`config.mk`:
```
export PLATFORM = sky130hd
export DESIGN_NAME = console_text_and_image_demux
export DESIGN_NICKNAME = d
export VERILOG_FILES = /design/src/hdl/ctidm_pkg.sv /design/src/hdl/ctidm_front.sv /design/src/hdl/ctidm_queue.sv /design/src/hdl/ctidm_back.sv /design/src/hdl/console_text_and_image_demux.sv
export SDC_FILE = /design/constraint.sdc
export NUM_CORES = 1
export LEC_CHECK = 0
export BUFFER_PORTS_ARGS = -buffer_cell sky130_fd_sc_hd__buf_2
export CAP_MARGIN = 20
export CORE_MARGIN = 2
export CORE_UTILIZATION = 40
export DETAILED_ROUTE_END_ITERATION = 8
export PLACE_DENSITY_LB_ADDON = 0.15
export SYNTH_ARGS = -nofsm -noshare
export SYNTH_HDL_FRONTEND = slang
export SYNTH_HIERARCHICAL = 1
export SYNTH_SLANG_ARGS = --single-unit
```
`constraint.sdc`:
```
create_clock -name clock -period 12.8 [get_ports clock]
set_clock_uncertainty 0.05 [all_clocks]
set_input_delay 2.56 -clock clock [delete_from_list [all_inputs] [get_ports clock]]
set_output_delay 2.56 -clock clock [all_outputs]
set_load 0.02 [all_outputs]
```
`src/hdl/ctidm_pkg.sv`:
```
package ctidm_pkg;

   localparam int MaxHeldBytes = 5;
   localparam int QueueDepth   = 4;

   // widest bundle: a full held sequence plus the closing byte
   localparam int SlotCount = 6;
   localparam int CntWidth  = 3;

   localparam logic [7:0] LeadMin   = 8'hC0;
   localparam logic [7:0] LeadMax   = 8'hFD;
   localparam logic [7:0] FlushByte = 8'hFE;
   localparam logic [7:0] EscByte   = 8'hFF;
   localparam logic [7:0] ZeroByte  = 8'h00;
   localparam logic [7:0] SymMask   = 8'h3F;

   typedef enum logic [1:0] {
      KIND_TEXT  = 2'd0,
      KIND_IMAGE = 2'd1,
      KIND_END   = 2'd2
   } kind_type;

   typedef struct packed {
      logic [7:0] in_byte;
      logic       end_of_chunk;
   } req_type;

   typedef struct packed {
      logic [7:0] out_byte;
      kind_type   out_kind;
      logic       last;
   } rsp_type;

   typedef struct packed {
      logic [CntWidth-1:0]       count;
      logic [SlotCount-1:0][7:0] bytes;
      logic [SlotCount-1:0][1:0] kinds;
   } bundle_type;

   // bytes held (lead included) before the final byte completes
   function automatic logic [CntWidth-1:0] seq_need(input logic [7:0] lead);
      logic [CntWidth-1:0] need;
      if ((lead & 8'hE0) == 8'hC0) begin
         need = 3'd1;
      end else if ((lead & 8'hF0) == 8'hE0) begin
         need = 3'd2;
      end else if ((lead & 8'hF8) == 8'hF0) begin
         need = 3'd3;
      end else if ((lead & 8'hFC) == 8'hF8) begin
         need = 3'd4;
      end else begin
         need = 3'd5;
      end
      return need;
   endfunction

endpackage

```
`src/hdl/ctidm_front.sv`:
```
module ctidm_front #(
   parameter int MAX_HELD_BYTES = ctidm_pkg::MaxHeldBytes
) (
   input  logic                  clock,
   input  logic                  reset,
   input  logic                  req_valid,
   output logic                  req_stall,
   input  ctidm_pkg::req_type    req_data,
   input  logic                  q_full,
   output logic                  q_push,
   output ctidm_pkg::bundle_type q_data
);

   localparam int HCW = $clog2(MAX_HELD_BYTES + 1);
   localparam int HIW = $clog2(MAX_HELD_BYTES);

   typedef enum logic [3:0] {
      MODE_TEXT    = 4'b0001,
      MODE_SEQ     = 4'b0010,
      MODE_ESC     = 4'b0100,
      MODE_SWALLOW = 4'b1000
   } mode_type;

   mode_type   mode_ff, mode_in, eff_mode;
   logic [7:0] held_ff [MAX_HELD_BYTES];
   logic [7:0] held0_in;
   logic       held0_we, heldn_we;
   logic [HCW-1:0] hcnt_ff, hcnt_in;
   logic [17:0] acc_ff, acc_in;
   logic [1:0]  scnt_ff, scnt_in;

   logic [7:0]  b;
   logic        accept;
   logic [5:0]  sym;
   logic [23:0] word24;
   logic [ctidm_pkg::CntWidth-1:0] need;
   ctidm_pkg::bundle_type bundle;

   assign req_stall = q_full;
   assign accept    = req_valid && !req_stall;
   assign b         = req_data.in_byte;
   assign sym       = 6'(b & ctidm_pkg::SymMask);
   assign word24    = {sym, acc_ff};
   assign need      = ctidm_pkg::seq_need(held_ff[0]);

   always_comb begin
      eff_mode = mode_ff;
      if (mode_ff == MODE_SEQ && b[7:6] != 2'b10) begin
         eff_mode = MODE_TEXT;
      end
      if (mode_ff == MODE_ESC && b != ctidm_pkg::ZeroByte) begin
         eff_mode = MODE_TEXT;
      end

      mode_in  = eff_mode;
      hcnt_in  = hcnt_ff;
      acc_in   = acc_ff;
      scnt_in  = scnt_ff;
      held0_we = 1'b0;
      heldn_we = 1'b0;
      held0_in = b;
      bundle   = '0;

      case (eff_mode)
         MODE_TEXT: begin
            if (b >= ctidm_pkg::LeadMin && b <= ctidm_pkg::LeadMax) begin
               held0_we = 1'b1;
               hcnt_in  = HCW'(1);
               mode_in  = MODE_SEQ;
            end else if (b == ctidm_pkg::EscByte) begin
               mode_in = MODE_ESC;
            end else if (b[7:6] == 2'b10) begin
               case (scnt_ff)
                  2'd0: begin
                     acc_in[5:0] = sym;
                     scnt_in     = 2'd1;
                  end
                  2'd1: begin
                     acc_in[11:6] = sym;
                     scnt_in      = 2'd2;
                  end
                  2'd2: begin
                     acc_in[17:12] = sym;
                     scnt_in       = 2'd3;
                  end
                  default: begin
                     bundle.count    = 3'd3;
                     bundle.bytes[0] = word24[7:0];
                     bundle.bytes[1] = word24[15:8];
                     bundle.bytes[2] = word24[23:16];
                     bundle.kinds[0] = ctidm_pkg::KIND_IMAGE;
                     bundle.kinds[1] = ctidm_pkg::KIND_IMAGE;
                     bundle.kinds[2] = ctidm_pkg::KIND_IMAGE;
                     acc_in          = '0;
                     scnt_in         = 2'd0;
                  end
               endcase
            end else if (b == ctidm_pkg::FlushByte) begin
               case (scnt_ff)
                  2'd3: begin
                     bundle.count    = 3'd3;
                     bundle.bytes[0] = acc_ff[7:0];
                     bundle.bytes[1] = acc_ff[15:8];
                     bundle.kinds[0] = ctidm_pkg::KIND_IMAGE;
                     bundle.kinds[1] = ctidm_pkg::KIND_IMAGE;
                     bundle.kinds[2] = ctidm_pkg::KIND_END;
                  end
                  2'd2: begin
                     bundle.count    = 3'd2;
                     bundle.bytes[0] = acc_ff[7:0];
                     bundle.kinds[0] = ctidm_pkg::KIND_IMAGE;
                     bundle.kinds[1] = ctidm_pkg::KIND_END;
                  end
                  default: begin
                     bundle.count    = 3'd1;
                     bundle.kinds[0] = ctidm_pkg::KIND_END;
                  end
               endcase
               acc_in  = '0;
               scnt_in = 2'd0;
            end else begin
               bundle.count    = 3'd1;
               bundle.bytes[0] = b;
               bundle.kinds[0] = ctidm_pkg::KIND_TEXT;
            end
         end
         MODE_SEQ: begin
            if (need <= ctidm_pkg::CntWidth'(MAX_HELD_BYTES)
                && ctidm_pkg::CntWidth'(hcnt_ff) == need) begin
               bundle.count = ctidm_pkg::CntWidth'(hcnt_ff) + 3'd1;
               for (int i = 0; i < MAX_HELD_BYTES; i++) begin
                  bundle.bytes[i] = (HCW'(i) < hcnt_ff) ? held_ff[i] : b;
               end
               bundle.bytes[MAX_HELD_BYTES] = b;
               for (int i = 0; i < ctidm_pkg::SlotCount; i++) begin
                  bundle.kinds[i] = ctidm_pkg::KIND_TEXT;
               end
               mode_in = MODE_TEXT;
            end else if (hcnt_ff < HCW'(MAX_HELD_BYTES)) begin
               heldn_we = 1'b1;
               hcnt_in  = hcnt_ff + HCW'(1);
            end
         end
         MODE_ESC: begin
            mode_in = MODE_SWALLOW;
         end
         default: begin
            mode_in = MODE_TEXT;
         end
      endcase

      if (req_data.end_of_chunk) begin
         mode_in = MODE_TEXT;
         hcnt_in = '0;
         acc_in  = '0;
         scnt_in = 2'd0;
      end
   end

   assign q_push = accept && bundle.count != '0;
   assign q_data = bundle;

   always_ff @(posedge clock) begin
      if (reset) begin
         mode_ff <= MODE_TEXT;
         hcnt_ff <= '0;
         acc_ff  <= '0;
         scnt_ff <= 2'd0;
      end else if (accept) begin
         mode_ff <= mode_in;
         hcnt_ff <= hcnt_in;
         acc_ff  <= acc_in;
         scnt_ff <= scnt_in;
      end
   end

   always_ff @(posedge clock) begin
      if (accept && held0_we) begin
         held_ff[0] <= held0_in;
      end
      if (accept && heldn_we) begin
         held_ff[hcnt_ff[HIW-1:0]] <= b;
      end
   end

   a_seq_has_lead: assert property (@(posedge clock) disable iff (reset)
      (mode_ff == MODE_SEQ) |-> (hcnt_ff != '0))
      else $error("sequence mode with no held lead byte");

   a_acc_clear: assert property (@(posedge clock) disable iff (reset)
      (scnt_ff == 2'd0) |-> (acc_ff == '0))
      else $error("symbol accumulator not clear with empty group");

   a_chunk_reset: assert property (@(posedge clock) disable iff (reset)
      (accept && req_data.end_of_chunk) |=>
         (mode_ff == MODE_TEXT && hcnt_ff == '0 && scnt_ff == 2'd0))
      else $error("state not cleared after end of chunk");

endmodule

```
`src/hdl/ctidm_queue.sv`:
```
module ctidm_queue #(
   parameter int DEPTH = ctidm_pkg::QueueDepth
) (
   input  logic                  clock,
   input  logic                  reset,
   input  logic                  push,
   input  ctidm_pkg::bundle_type push_data,
   input  logic                  pop,
   output ctidm_pkg::bundle_type head_data,
   output logic                  empty,
   output logic                  full
);

   localparam int PW = $clog2(DEPTH);
   localparam int CW = $clog2(DEPTH + 1);

   ctidm_pkg::bundle_type entries_ff [DEPTH];
   logic [PW-1:0] wr_ptr_ff, wr_ptr_in, rd_ptr_ff, rd_ptr_in;
   logic [CW-1:0] count_ff, count_in;
   logic          do_push, do_pop;

   assign empty     = count_ff == '0;
   assign full      = count_ff == CW'(DEPTH);
   assign do_push   = push && !full;
   assign do_pop    = pop && !empty;
   assign head_data = entries_ff[rd_ptr_ff];

   always_comb begin
      wr_ptr_in = wr_ptr_ff;
      rd_ptr_in = rd_ptr_ff;
      count_in  = count_ff;
      if (do_push) begin
         wr_ptr_in = (wr_ptr_ff == PW'(DEPTH - 1)) ? '0 : wr_ptr_ff + PW'(1);
      end
      if (do_pop) begin
         rd_ptr_in = (rd_ptr_ff == PW'(DEPTH - 1)) ? '0 : rd_ptr_ff + PW'(1);
      end
      case ({do_push, do_pop})
         2'b10:   count_in = count_ff + CW'(1);
         2'b01:   count_in = count_ff - CW'(1);
         default: count_in = count_ff;
      endcase
   end

   always_ff @(posedge clock) begin
      if (reset) begin
         wr_ptr_ff <= '0;
         rd_ptr_ff <= '0;
         count_ff  <= '0;
      end else begin
         wr_ptr_ff <= wr_ptr_in;
         rd_ptr_ff <= rd_ptr_in;
         count_ff  <= count_in;
      end
   end

   always_ff @(posedge clock) begin
      if (do_push) begin
         entries_ff[wr_ptr_ff] <= push_data;
      end
   end

   a_count_bound: assert property (@(posedge clock) disable iff (reset)
      count_ff <= CW'(DEPTH))
      else $error("queue count beyond depth");

endmodule

```
`src/hdl/ctidm_back.sv`:
```
module ctidm_back (
   input  logic                  clock,
   input  logic                  reset,
   input  ctidm_pkg::bundle_type head_data,
   input  logic                  empty,
   output logic                  pop,
   output logic                  rsp_valid,
   input  logic                  rsp_stall,
   output ctidm_pkg::rsp_type    rsp_data
);

   ctidm_pkg::bundle_type bundle_ff;
   logic                  busy_ff, busy_in;
   logic [ctidm_pkg::CntWidth-1:0] idx_ff, idx_in;
   logic fire, is_last, done, load;

   assign is_last = idx_ff == bundle_ff.count - 3'd1;
   assign fire    = busy_ff && !rsp_stall;
   assign done    = fire && is_last;
   assign load    = !empty && (!busy_ff || done);
   assign pop     = load;

   always_comb begin
      busy_in = busy_ff;
      idx_in  = idx_ff;
      if (load) begin
         busy_in = 1'b1;
         idx_in  = '0;
      end else if (done) begin
         busy_in = 1'b0;
      end else if (fire) begin
         idx_in = idx_ff + 3'd1;
      end
   end

   always_ff @(posedge clock) begin
      if (reset) begin
         busy_ff <= 1'b0;
         idx_ff  <= '0;
      end else begin
         busy_ff <= busy_in;
         idx_ff  <= idx_in;
      end
   end

   always_ff @(posedge clock) begin
      if (load) begin
         bundle_ff <= head_data;
      end
   end

   assign rsp_valid         = busy_ff;
   assign rsp_data.out_byte = bundle_ff.bytes[idx_ff];
   assign rsp_data.out_kind = ctidm_pkg::kind_type'(bundle_ff.kinds[idx_ff]);
   assign rsp_data.last     = is_last;

   a_idx_in_bundle: assert property (@(posedge clock) disable iff (reset)
      busy_ff |-> (bundle_ff.count != '0 && idx_ff < bundle_ff.count))
      else $error("word index outside bundle");

   a_kind_code: assert property (@(posedge clock) disable iff (reset)
      busy_ff |-> (bundle_ff.kinds[idx_ff] != 2'd3))
      else $error("unused kind code in bundle");

endmodule

```
`src/hdl/console_text_and_image_demux.sv`:
```
// channel   dir   valid       stall       payload
// req       in    req_valid   req_stall   req_data  (in_byte, end_of_chunk)
// rsp       out   rsp_valid   rsp_stall   rsp_data  (out_byte, out_kind, last)
//
// one input word per cycle unless req_stall; each yields zero to six output words,
// one per cycle unless rsp_stall; words pass the queue entry, then the back register
// a four-entry queue between front and back absorbs bursts; req_stall is queue full
// output words are limited to one per cycle by the back serializer
// synchronous active-high reset returns to text mode with empty queue and groups
module console_text_and_image_demux #(
   parameter int MAX_HELD_BYTES = ctidm_pkg::MaxHeldBytes,
   parameter int QUEUE_DEPTH    = ctidm_pkg::QueueDepth
) (
   input  logic               clock,
   input  logic               reset,
   input  logic               req_valid,
   output logic               req_stall,
   input  ctidm_pkg::req_type req_data,
   output logic               rsp_valid,
   input  logic               rsp_stall,
   output ctidm_pkg::rsp_type rsp_data
);

   ctidm_pkg::bundle_type push_data, head_data;
   logic push, pop, empty, full;

   ctidm_front #(
      .MAX_HELD_BYTES(MAX_HELD_BYTES)
   ) u_front (
      .clock    (clock),
      .reset    (reset),
      .req_valid(req_valid),
      .req_stall(req_stall),
      .req_data (req_data),
      .q_full   (full),
      .q_push   (push),
      .q_data   (push_data)
   );

   ctidm_queue #(
      .DEPTH(QUEUE_DEPTH)
   ) u_queue (
      .clock    (clock),
      .reset    (reset),
      .push     (push),
      .push_data(push_data),
      .pop      (pop),
      .head_data(head_data),
      .empty    (empty),
      .full     (full)
   );

   ctidm_back u_back (
      .clock    (clock),
      .reset    (reset),
      .head_data(head_data),
      .empty    (empty),
      .pop      (pop),
      .rsp_valid(rsp_valid),
      .rsp_stall(rsp_stall),
      .rsp_data (rsp_data)
   );

endmodule

```
Word-level counts from Yosys, hierarchy flattened
Memory sizes are Yosys's and may differ from the RTL's. A register that Yosys moved wholly into a read port is not among the register bits.
Index checks and enable logic that the tools add are counted.
- $add $sub $neg: 7
- $lt $le $gt $ge: 10
- equality and inequality tests: 31
- muxes and demuxes: 90
- bitwise gates (word level): 1
- reductions and logical operators: 40
- operators with widths (kind ; number):
    $mux W18 ; 6
    $mux W24 ; 4
    $mux W8 ; 12
    $mux W63 ; 1
    $pmux W24 S2 ; 1
    $pmux W6 S2 ; 4
    $mux W3 ; 11
    $mux W2 ; 14
    $mux W4 ; 7
    $bmux W8 S3 ; 1
    $mux W6 ; 4
    $pmux W3 S2 ; 3
    $reduce_and A6 Y1 ; 3
    $eq A8 B8 Y1 const B ; 2
    $mux W16 ; 1
    $mux W1 ; 15
    $logic_and A1 B1 Y1 ; 13
    $eq A2 B2 Y1 const B ; 6
    $ne A3 B3 Y1 const B ; 4
    $pmux W4 S3 ; 1
    $reduce_and A5 Y1 ; 2
    $reduce_or A2 Y1 ; 5
    $add A3 B1 Y3 const B ; 3
    $reduce_bool A3 Y1 ; 3
    other kinds (35) ; 53
- register bits after elaboration: 38
- memory bits (writable): 292
- word-level logic and storage cells: 192
- memories: 2
- memory list (name ; words ; bits a word ; read ports ; clocked after Yosys merged registers in ; write ports ; line ; text):
    u_queue.entries_ff ; 4 ; 63 ; 1 ; 1 ; 1 ; ctidm_queue.sv:17 ; ctidm_pkg::bundle_type entries_ff [DEPTH];
    u_front.held_ff ; 5 ; 8 ; 5 ; 0 ; 1 ; ctidm_front.sv:25 ; logic [7:0] held_ff [MAX_HELD_BYTES];

Logic depth before layout (Yosys ltp)
Gate-level depths: netlist (run 1).
An unclocked memory read counts as a cell.
- depth after elaboration: 15
- mapped depth: 16
- mapped depth without buffers: 14

By module
Netlist (run 1), hierarchy kept.
- by module, submodules not included (module ; times used ; cells each ; area an instance (µm²) ; seq. area each (µm²)):
    ctidm_queue ; 1 ; 383 ; 9585.4 ; 7747.4
    ctidm_front ; 1 ; 414 ; 4177.8 ; 1741.7
    ctidm_back ; 1 ; 141 ; 2638.8 ; 1971.9

Worst setup path after synthesis (run 1)
Ideal clock, no wire load.
- path kind: input-to-reg
- start: input port rsp_stall
- end: register u_queue.count_ff[2]
- library setup time: 70 ps
- arrival time: 8097 ps
- required time: 12680 ps
- path slack: 4583 ps
- stages on the path: 10
- path through: nand4b_1 -> a21oi_1 -> o31ai_1 -> inv_1 -> ha_1 -> inv_1 -> fa_1 -> xor2_1 -> or3_2 -> a21oi_1
- cells in the longest elaborated chain, start to end: 8
- ends and longest elaborated chain (element ; line ; text):
    from (decl) ; console_text_and_image_demux.sv:20 ; input logic rsp_stall,
    $logic_not A1 Y1 (*) ; ctidm_back.sv:18 ; assign fire = busy_ff && !rsp_stall;
    $logic_and A1 B1 Y1 (*) ; ctidm_back.sv:18 ;
    $logic_and A1 B1 Y1 (*) ; ctidm_back.sv:19 ; assign done = fire && is_last;
    $logic_or A1 B1 Y1 (*) ; ctidm_back.sv:20 ; assign load = !empty && (!busy_ff || done);
    $logic_and A1 B1 Y1 (*) ; ctidm_back.sv:20 ;
    named net pop ; console_text_and_image_demux.sv:25 ; logic push, pop, empty, full;
    $logic_and A1 B1 Y1 (*) ; ctidm_queue.sv:25 ; assign do_pop = pop && !empty;
    named net u_queue.do_pop ; ctidm_queue.sv:20 ; logic do_push, do_pop;
    $eq A2 B1 Y1 or $eq A2 B2 Y1 (tied branches) ; ctidm_queue.sv:38 ; case ({do_push, do_pop})
    $pmux W3 S2 or $reduce_bool A2 Y1 (tied branches) ; -- ;
    to (signal assigned) ; ctidm_queue.sv:53 ; count_ff <= count_in;
    to (decl) ; ctidm_queue.sv:19 ; logic [CW-1:0] count_ff, count_in;
Mark *: on every way through the listed nets, which the timed path passes. The rest lies on a longest branch.
A chain may end at the register's enable or synchronous reset.

Final worst setup path (run 1)
- start: input port req_data[8] (netlist name)
- end: memory u_queue/entries_ff[1][21] (netlist name), enable pin
- cells in the longest elaborated chain, start to end: 11
- ends and longest elaborated chain (element ; line ; text):
    from (decl) ; console_text_and_image_demux.sv:18 ; input ctidm_pkg::req_type req_data,
    $eq A8 B8 Y1 or $ne A2 B2 Y1 (tied branches) ; ctidm_front.sv:98, ctidm_front.sv:48 ;
    $mux W2 or $logic_and A1 B1 Y1 (tied branches) ; ctidm_front.sv:98, ctidm_front.sv:48 ;
    $mux W3 or $mux W4 (tied branches) ; ctidm_front.sv:72, ctidm_front.sv:48 ;
    $mux W3 or $mux W4 (tied branches) ; ctidm_front.sv:70, ctidm_front.sv:51 ;
    $mux W3 (tied with other cells) ; ctidm_front.sv:66 ; if (b >= ctidm_pkg::LeadMin && b <= ctidm_pkg::LeadMax) begin
    $pmux W3 S2 (*) ; ctidm_front.sv:64 ; case (eff_mode)
    $reduce_bool A3 Y1 (*) ; ctidm_front.sv:160 ; assign q_push = accept && bundle.count != '0;
    $logic_and A1 B1 Y1 (*) ; ctidm_front.sv:160 ;
    named net push ; console_text_and_image_demux.sv:25 ;
    $logic_and A1 B1 Y1 (*) ; ctidm_queue.sv:24 ; assign do_push = push && !full;
    $mux W1 (*) ; ctidm_queue.sv:58 ; if (do_push) begin
    $mux W1 (implied by the code) (*) ; ctidm_queue.sv:59 ; entries_ff[wr_ptr_ff] <= push_data;
    to (decl) ; ctidm_queue.sv:17 ;
Marked as above.

==> flow_metrics.py, run 1 <==
metrics = {
    "outcome": {
        "status": "complete, no violations",
    },
    "synth": {
        "synth_top_area_share": 0.650,
        "synthAdderAreaFrac": 0.0127,
        "yosysMostFrequentCell": "edfxtp_1",
        "synth_xor_area_frac": 0.00564,
        "async_flop_share": 0,
        "synth_commonest_cells": "edfxtp_1 (355), mux4_2 (73), mux2i_1 (67)",
        "yosys-top-cells-area": "edfxtp_1 (65%), mux4_2 (10%), dfxtp_1 (4.9%), mux2i_1 (4.1%), nand2_1 (1.2%)",
        "synth_cell_types": 81,
        "yosys.area.top_type": "edfxtp_1",
        "synth_top_family_by_area": "multiplexers",
        "synth_simple_gate_area_frac": 0.0657,
        "avgSynthCellArea_um2": 17.5,
        "synth-edff-count": 355,
        "yosysSeqAreaShare": 0.699,
        "netlist_instances": 938,
        "synthFlopType": "edfxtp_1",
        "netlist_area_um2": 16400,
        "yosys_warnings": 6,
        "ys_ff_latch": 395,
        "synthMuxAreaShare": 0.141,
        "synth_compound_area_frac": 0.0477,
    },
    "clock_tree": {
        "numCtsBuffers": 42,
        "cts_root_buf": "clkbuf_16",
        "cts_resized": 0,
        "cts.sinks": 395,
        "clkLatencyLatePin_ns": 0.52,
        "clk_pin_slew_ns": 0.06,
        "cts_tree": "built",
        "cts_max_level": 2,
        "post_cts_buffers": 0,
        "clockBufferDepth": 3,
        "ctsHoldBuffers": 0,
    },
    "sta": {
        "whs_ns": 0.428,
        "setup_viol": 0,
        "max_slew_margin": 0.277,
        "rsz0062_at_grt": "false",
        "hold_viol_final": 0,
        "tns_ns": 0,
        "drv_slew": 0,
        "period_minus_slack_ns": 6.27,
        "tightest_slew_ns": 1.08,
        "fmax_ghz": 0.159,
        "fin_crit_sh": 0.490,
        "fin_ws_ns": 6.53,
    },
    "worst_setup_path": {
        "rr_worst_depth": 12,
        "cp_data_required_time_ns": 12.91,
        "endpoint_kind": "flop",
        "critPathKind": "in2reg",
        "path_max_fanout": 44,
        "cp-start-kind": "primary input",
        "arrival_ns": 6.38,
    },
    "detailed_routing": {
        "drt_iter0_drc": 683,
        "vias": 8181,
        "wirelength_mm": 35.4,
        "drc_errors": 0,
        "dr.pass1.iters": 5,
        "viasPerCell": 5.34,
        "post_drt_wl_per_cell_um": 23.1,
        "antenna_left": 0,
    },
    "floorplanning": {
        "die_w_um": 206,
        "fp.dieArea_um2": 42600,
        "die_height_um": 206,
        "num_rows": 74,
        "start_util": 0.404,
        "io_pins": 26,
        "coreArea_um2": 40600,
    },
    "global_route": {
        "antenna_found_initial": 1,
        "grt_pass1_vias": 8279,
        "grt_pass1_wl_mm": 53.5,
        "grt_usage": 0.171,
        "overflow": 0,
        "grt_max_degree": 68,
    },
    "power_and_ir_drop": {
        "finalPower_mw": 3.28,
        "p_comb_frac": 0.137,
        "p_int_mw": 2.48,
        "p_clk_frac": 0.369,
        "ir_drop_mv": 0.105,
        "switchingPower_uw": 796,
        "p_sw_frac": 0.243,
        "p_per_area_nw_per_um2": 179,
        "seqPwrFrac": 0.494,
        "static-leakage-power_nw": 6.15,
    },
    "layout": {
        "nets": 995,
        "area_growth_pct": 11.9,
        "final-seq-area_um2": 11500,
        "multi_input_area_um2": 4530,
        "fillers": 3508,
        "drive_gt1_frac": 0.211,
        "antennaDiodeCount": 0,
    },
    "placed_design": {
        "preCtsSetupSlack_ns": 5.93,
        "gp_congestion": 0.795,
        "dp_hpwl_mm": 21.6,
        "portBuffers": 25,
    },
    "worst_hold_path": {
        "hp-class": "reg2reg",
        "hold_depth": 2,
    },
    "run": {
        "drv_cap": 0,
    },
}
==> cells by family (layout without fill, tap and decap cells) <==
| group | count (synthesis) | count (layout) |
|---|---|---|
| DFF | 395 | 395 |
| xor gates and xnor gates | 9 | 9 |
| muxes | 140 | 140 |
| other | 1 | 7 |
| and+or+nand+nor | 187 | 187 |
| adders and majority gates | 16 | 16 |
| buffers and inverters | 82 | 137 |
| AOI/OAI and AO/OA | 108 | 108 |
==> metrics by stage <==
| step | instance area [µm²] | cells | utilization |
|---|---|---|---|
| after detailed placement | 17000 | 1454 | 0.418 |
| after global placement | 17000 | 1454 | 0.418 |
| after global routing | 18400 | 1531 | 0.452 |
| after CTS | 18400 | 1531 | 0.452 |
| after floorplan | 16400 | 944 | - |
| final | 18400 | 1531 | 0.452 |
==> flip-flops by register name, summed over array words and instances, names as in the netlist, named ones only <==
signal and count:
u_front/acc_ff 18, u_queue/count_ff 3, u_back/rsp_valid 1, u_queue/rd_ptr_ff 2
u_front/hcnt_ff 3, u_back/idx_ff 3, u_front/held_ff 40, u_front/scnt_ff 2
u_queue/wr_ptr_ff 2, u_back/bundle_ff 63, u_front/mode_ff 4, u_queue/entries_ff 252
==> worst max-delay path, stage by stage <==
cell and delay (ns):
buf_2 0.29, nand2b_1 0.32, or4_4 0.58, or3_2 0.83
a21oi_1 0.26, o31a_1 0.34, and3_4 0.53, buf_4 0.62
==> layout make-up <==
| cell class | count | area share |
|---|---|---|
| inverter | 21 | 0.00429 |
| clock inverter | 15 | 0.00961 |
| multi-input combinational | 467 | 0.247 |
| clock buffer | 62 | 0.0659 |
| tap | 532 | 0.0363 |
| sequential | 395 | 0.625 |
| timing repair buffer | 39 | 0.0125 |
==> layer usage <==
metal	routed length, µm	up-vias	part of all wire	GRT usage
met5	0	-	0	0
met4	531	0	0.015	0.0360
met3	1710	45	0.048	0.0257
met2	16200	192	0.46	0.261
met1	17000	4215	0.48	0.260
li1	-	3729	-	-
==> layout by cell type, fill, tap and decap left out, types with 4 or more instances in the layout <==
cell / instances
clkinv_1: 5
clkinv_2: 4
o21ai_1: 17
nor3_1: 5
nand4_1: 6
nand2_1: 54
edfxtp_1: 355
nor2_1: 33
inv_1: 20
clkbuf_1: 15
and3_1: 7
conb_1: 7
buf_2: 25
clkbuf_16: 45
and3_4: 4
buf_4: 14
mux4_2: 73
ha_1: 15
xnor2_1: 4
dfxtp_1: 37
o21ai_0: 17
mux2i_1: 67
a21oi_1: 21
nand2b_1: 24
a21boi_0: 5
nand3_1: 7
a21o_1: 4
bufinv_16: 4
o2bb2ai_1: 6
nor3_2: 5
xor2_1: 4
and2_1: 6
a32oi_1: 6
==> power by group through the flow <==
stage	logic (mW)	registers (mW)	clock network, mW
2_1_floorplan	0.343	1.63	0
3_3_place_gp	0.459	1.65	0
3_5_place_dp	0.461	1.65	0
4_1_cts	0.462	1.62	1.24
5_1_grt	0.493	1.63	1.29
6_report	0.448	1.62	1.21
==> worst paths after layout <==
check / start / endpoint / slack [ns]
setup / recovery: req_data[8] / u_queue/entries_ff[1][21]$_DFFE_PP_ / 6.53
hold / removal: u_front/acc_ff[15]$_SDFFE_PP0P_ / u_front/acc_ff[15]$_SDFFE_PP0P_ / 0.43
setup reg to reg: u_back/idx_ff[1]$_SDFFE_PP0P_ / u_queue/count_ff[2]$_SDFFE_PP0P_ / 8.13
hold reg to reg: u_front/acc_ff[15]$_SDFFE_PP0P_ / u_front/acc_ff[15]$_SDFFE_PP0P_ / 0.43
No activity file was read; power rests on OpenSTA's default activity.
==> inputs of run 2 (changes only) <==
- clock period: 12.8 -> 5.74 ns (I/O delays scaled with it)
==> run 2 against run 1 <==
First-iteration DRC count shrank 26%. Worst setup slack lost 5.1 ns. Die area is the same. Utilization grew 0.13 points. Sequential cell count is the same. Critical path depth grew 8. Non-clock buffer count grew 3. Final cell count shrank 0.13%. Count of clock-buffer cells in the layout shrank 13. Clock power grew 120%. Sequential power grew 120%. Combinational power grew 120%. Largest cell class unchanged. Largest power group unchanged. Highest routed layer unchanged.
==> flow_metrics.py, run 2 (same netlist as run 1, synthesis figures left out) <==
metrics = {
    "outcome": {
        "status": "complete, no violations",
    },
    "detailed_routing": {
        "post_drt_wl_per_cell_um": 22.7,
        "dr.pass1.iters": 5,
        "viasPerCell": 5.34,
        "vias": 8170,
        "drc_errors": 0,
        "antenna_left": 0,
        "drt_iter0_drc": 506,
        "wirelength_mm": 34.7,
    },
    "floorplanning": {
        "die_w_um": 206,
        "coreArea_um2": 40600,
        "io_pins": 26,
        "fp.dieArea_um2": 42600,
        "num_rows": 74,
        "die_height_um": 206,
        "start_util": 0.404,
    },
    "clock_tree": {
        "cts_root_buf": "clkbuf_16",
        "cts_tree": "built",
        "clkLatencyLatePin_ns": 0.56,
        "ctsHoldBuffers": 0,
        "cts.sinks": 395,
        "clk_pin_slew_ns": 0.05,
        "numCtsBuffers": 43,
        "cts_max_level": 2,
        "clockBufferDepth": 3,
        "post_cts_buffers": 0,
        "cts_resized": 0,
    },
    "placed_design": {
        "placed_area_um2": 17000,
        "dp_hpwl_mm": 22.2,
        "portBuffers": 25,
        "dp_cells": 1456,
        "gp_congestion": 0.821,
    },
    "worst_setup_path": {
        "cp_data_required_time_ns": 6.17,
        "cp-startpoint": "req_data[8]",
        "cp_slowest_stage_delay_ns": 0.41,
        "rr_startpoint": "u_front/hcnt_ff[2]$_SDFFE_PP0P_",
        "arrival_ns": 4.73,
        "reg2reg_slack_ns": 1.55,
        "crit_chain": "buf_2, nor2b_1, o21ai_2, a22oi_4, nor3_2, a21boi_1, buf_4, o31a_1, and2_4, inv_1, ha_1, inv_1, fa_1, xor2_1, or3_2, a21oi_1",
        "r2r_end": "u_queue/count_ff[2]$_SDFFE_PP0P_",
        "critPathKind": "in2reg",
        "rr_worst_depth": 14,
        "path_max_fanout": 17,
        "endpoint": "u_queue/count_ff[2]$_SDFFE_PP0P_",
        "endpoint_kind": "flop",
        "cp-start-kind": "primary input",
        "cp_slowest_cell": "or3_2",
        "crit_top_cell": "inv_1",
    },
    "sta": {
        "period_minus_slack_ns": 4.29,
        "tightest_slew_ns": 1.08,
        "fmax_ghz": 0.233,
        "max_slew_margin": 0.282,
        "setup_viol": 0,
        "fin_crit_sh": 0.748,
        "hold_viol_final": 0,
        "rsz0062_at_grt": "false",
        "tns_ns": 0,
        "drv_slew": 0,
        "whs_ns": 0.428,
    },
    "power_and_ir_drop": {
        "p_int_mw": 5.51,
        "ir_drop_mv": 0.222,
        "static-leakage-power_nw": 6.17,
        "p_comb_frac": 0.136,
        "seqPwrFrac": 0.496,
        "p_sw_frac": 0.246,
        "switchingPower_mw": 1.79,
        "p_clk_frac": 0.369,
        "p_per_area_nw_per_um2": 396,
    },
    "global_route": {
        "grt_max_degree": 67,
        "grt_pass1_vias": 8260,
        "antenna_found_initial": 2,
        "overflow": 0,
        "grt_pass1_wl_mm": 52.4,
        "grt_usage": 0.169,
    },
    "layout": {
        "drive_gt1_frac": 0.217,
        "antennaDiodeCount": 0,
        "final_common_cell": "edfxtp_1",
        "layout_common_cells": "edfxtp_1 (355), mux4_2 (73), mux2i_1 (67)",
        "area_growth_pct": 12.3,
        "largest_reg_flops": 252,
        "fin_area_um2": 18400,
        "nets": 999,
        "utilization": 0.453,
        "stdcell_count": 1529,
        "reg_top3": "u_queue/entries_ff: 252 flops, u_back/bundle_ff: 63 flops, u_front/held_ff: 40 flops",
        "top_register": "u_queue/entries_ff",
    },
    "worst_hold_path": {
        "hp-class": "reg2reg",
    },
    "run": {
        "drv_cap": 0,
    },
}
[run 2: how the worst min path moves through the flow]
stage,from,end,slack (ns),cells after the start
2_1_floorplan,u_front/acc_ff[10]$_SDFFE_PP0P_,u_front/acc_ff[10]$_SDFFE_PP0P_,0.40,2
3_3_place_gp,u_front/acc_ff[14]$_SDFFE_PP0P_,u_front/acc_ff[14]$_SDFFE_PP0P_,0.42,2
3_5_place_dp,u_front/acc_ff[11]$_SDFFE_PP0P_,u_front/acc_ff[11]$_SDFFE_PP0P_,0.42,2
4_1_cts,u_front/acc_ff[14]$_SDFFE_PP0P_,u_front/acc_ff[14]$_SDFFE_PP0P_,0.43,2
5_1_grt,u_front/acc_ff[14]$_SDFFE_PP0P_,u_front/acc_ff[14]$_SDFFE_PP0P_,0.45,2
6_report,u_front/acc_ff[14]$_SDFFE_PP0P_,u_front/acc_ff[14]$_SDFFE_PP0P_,0.43,2
[run 2: per-layer routing]
| metal | track usage | share of wire |
|---|---|---|
| met1 | 0.245 | 0.47 |
| met2 | 0.260 | 0.46 |
| met3 | 0.0355 | 0.048 |
| met4 | 0.0449 | 0.019 |
| met5 | 0 | 0 |
[run 2: cell type report]
class                      count  area, µm²
fill                        3460      22200
clock inverter                23        246
inverter                      21       78.8
tap                          532        666
timing repair buffer          42        304
multi-input combinational    467       4530
sequential                   395      11500
clock buffer                  49       1120
[run 2: critical path, delay by kind of cell]
family	cells	cell delay, ns
compound gates	5	1.13
fa+ha+maj	2	0.57
simple gates	4	1.11
xor+xnor	1	0.16
buf+inv	4	0.60
[run 2: power groups by stage]
stage	Combinational [mW]	Sequential (mW)	Clock (mW)
5_1_grt	1.09	3.65	2.87
2_1_floorplan	0.768	3.62	0
4_1_cts	1.02	3.63	2.77
6_report	0.991	3.62	2.69
3_3_place_gp	1.01	3.68	0
3_5_place_dp	1.02	3.69	0
[run 2: stage by stage]
step / setup slack [ns] / total power, mW
finish: 1.45 / 7.30
global route: 1.20 / 7.62
CTS: 1.48 / 7.41
detailed placement: 0.915 / 4.70
global placement: 0.993 / 4.69
floorplan: 0.563 / 4.39
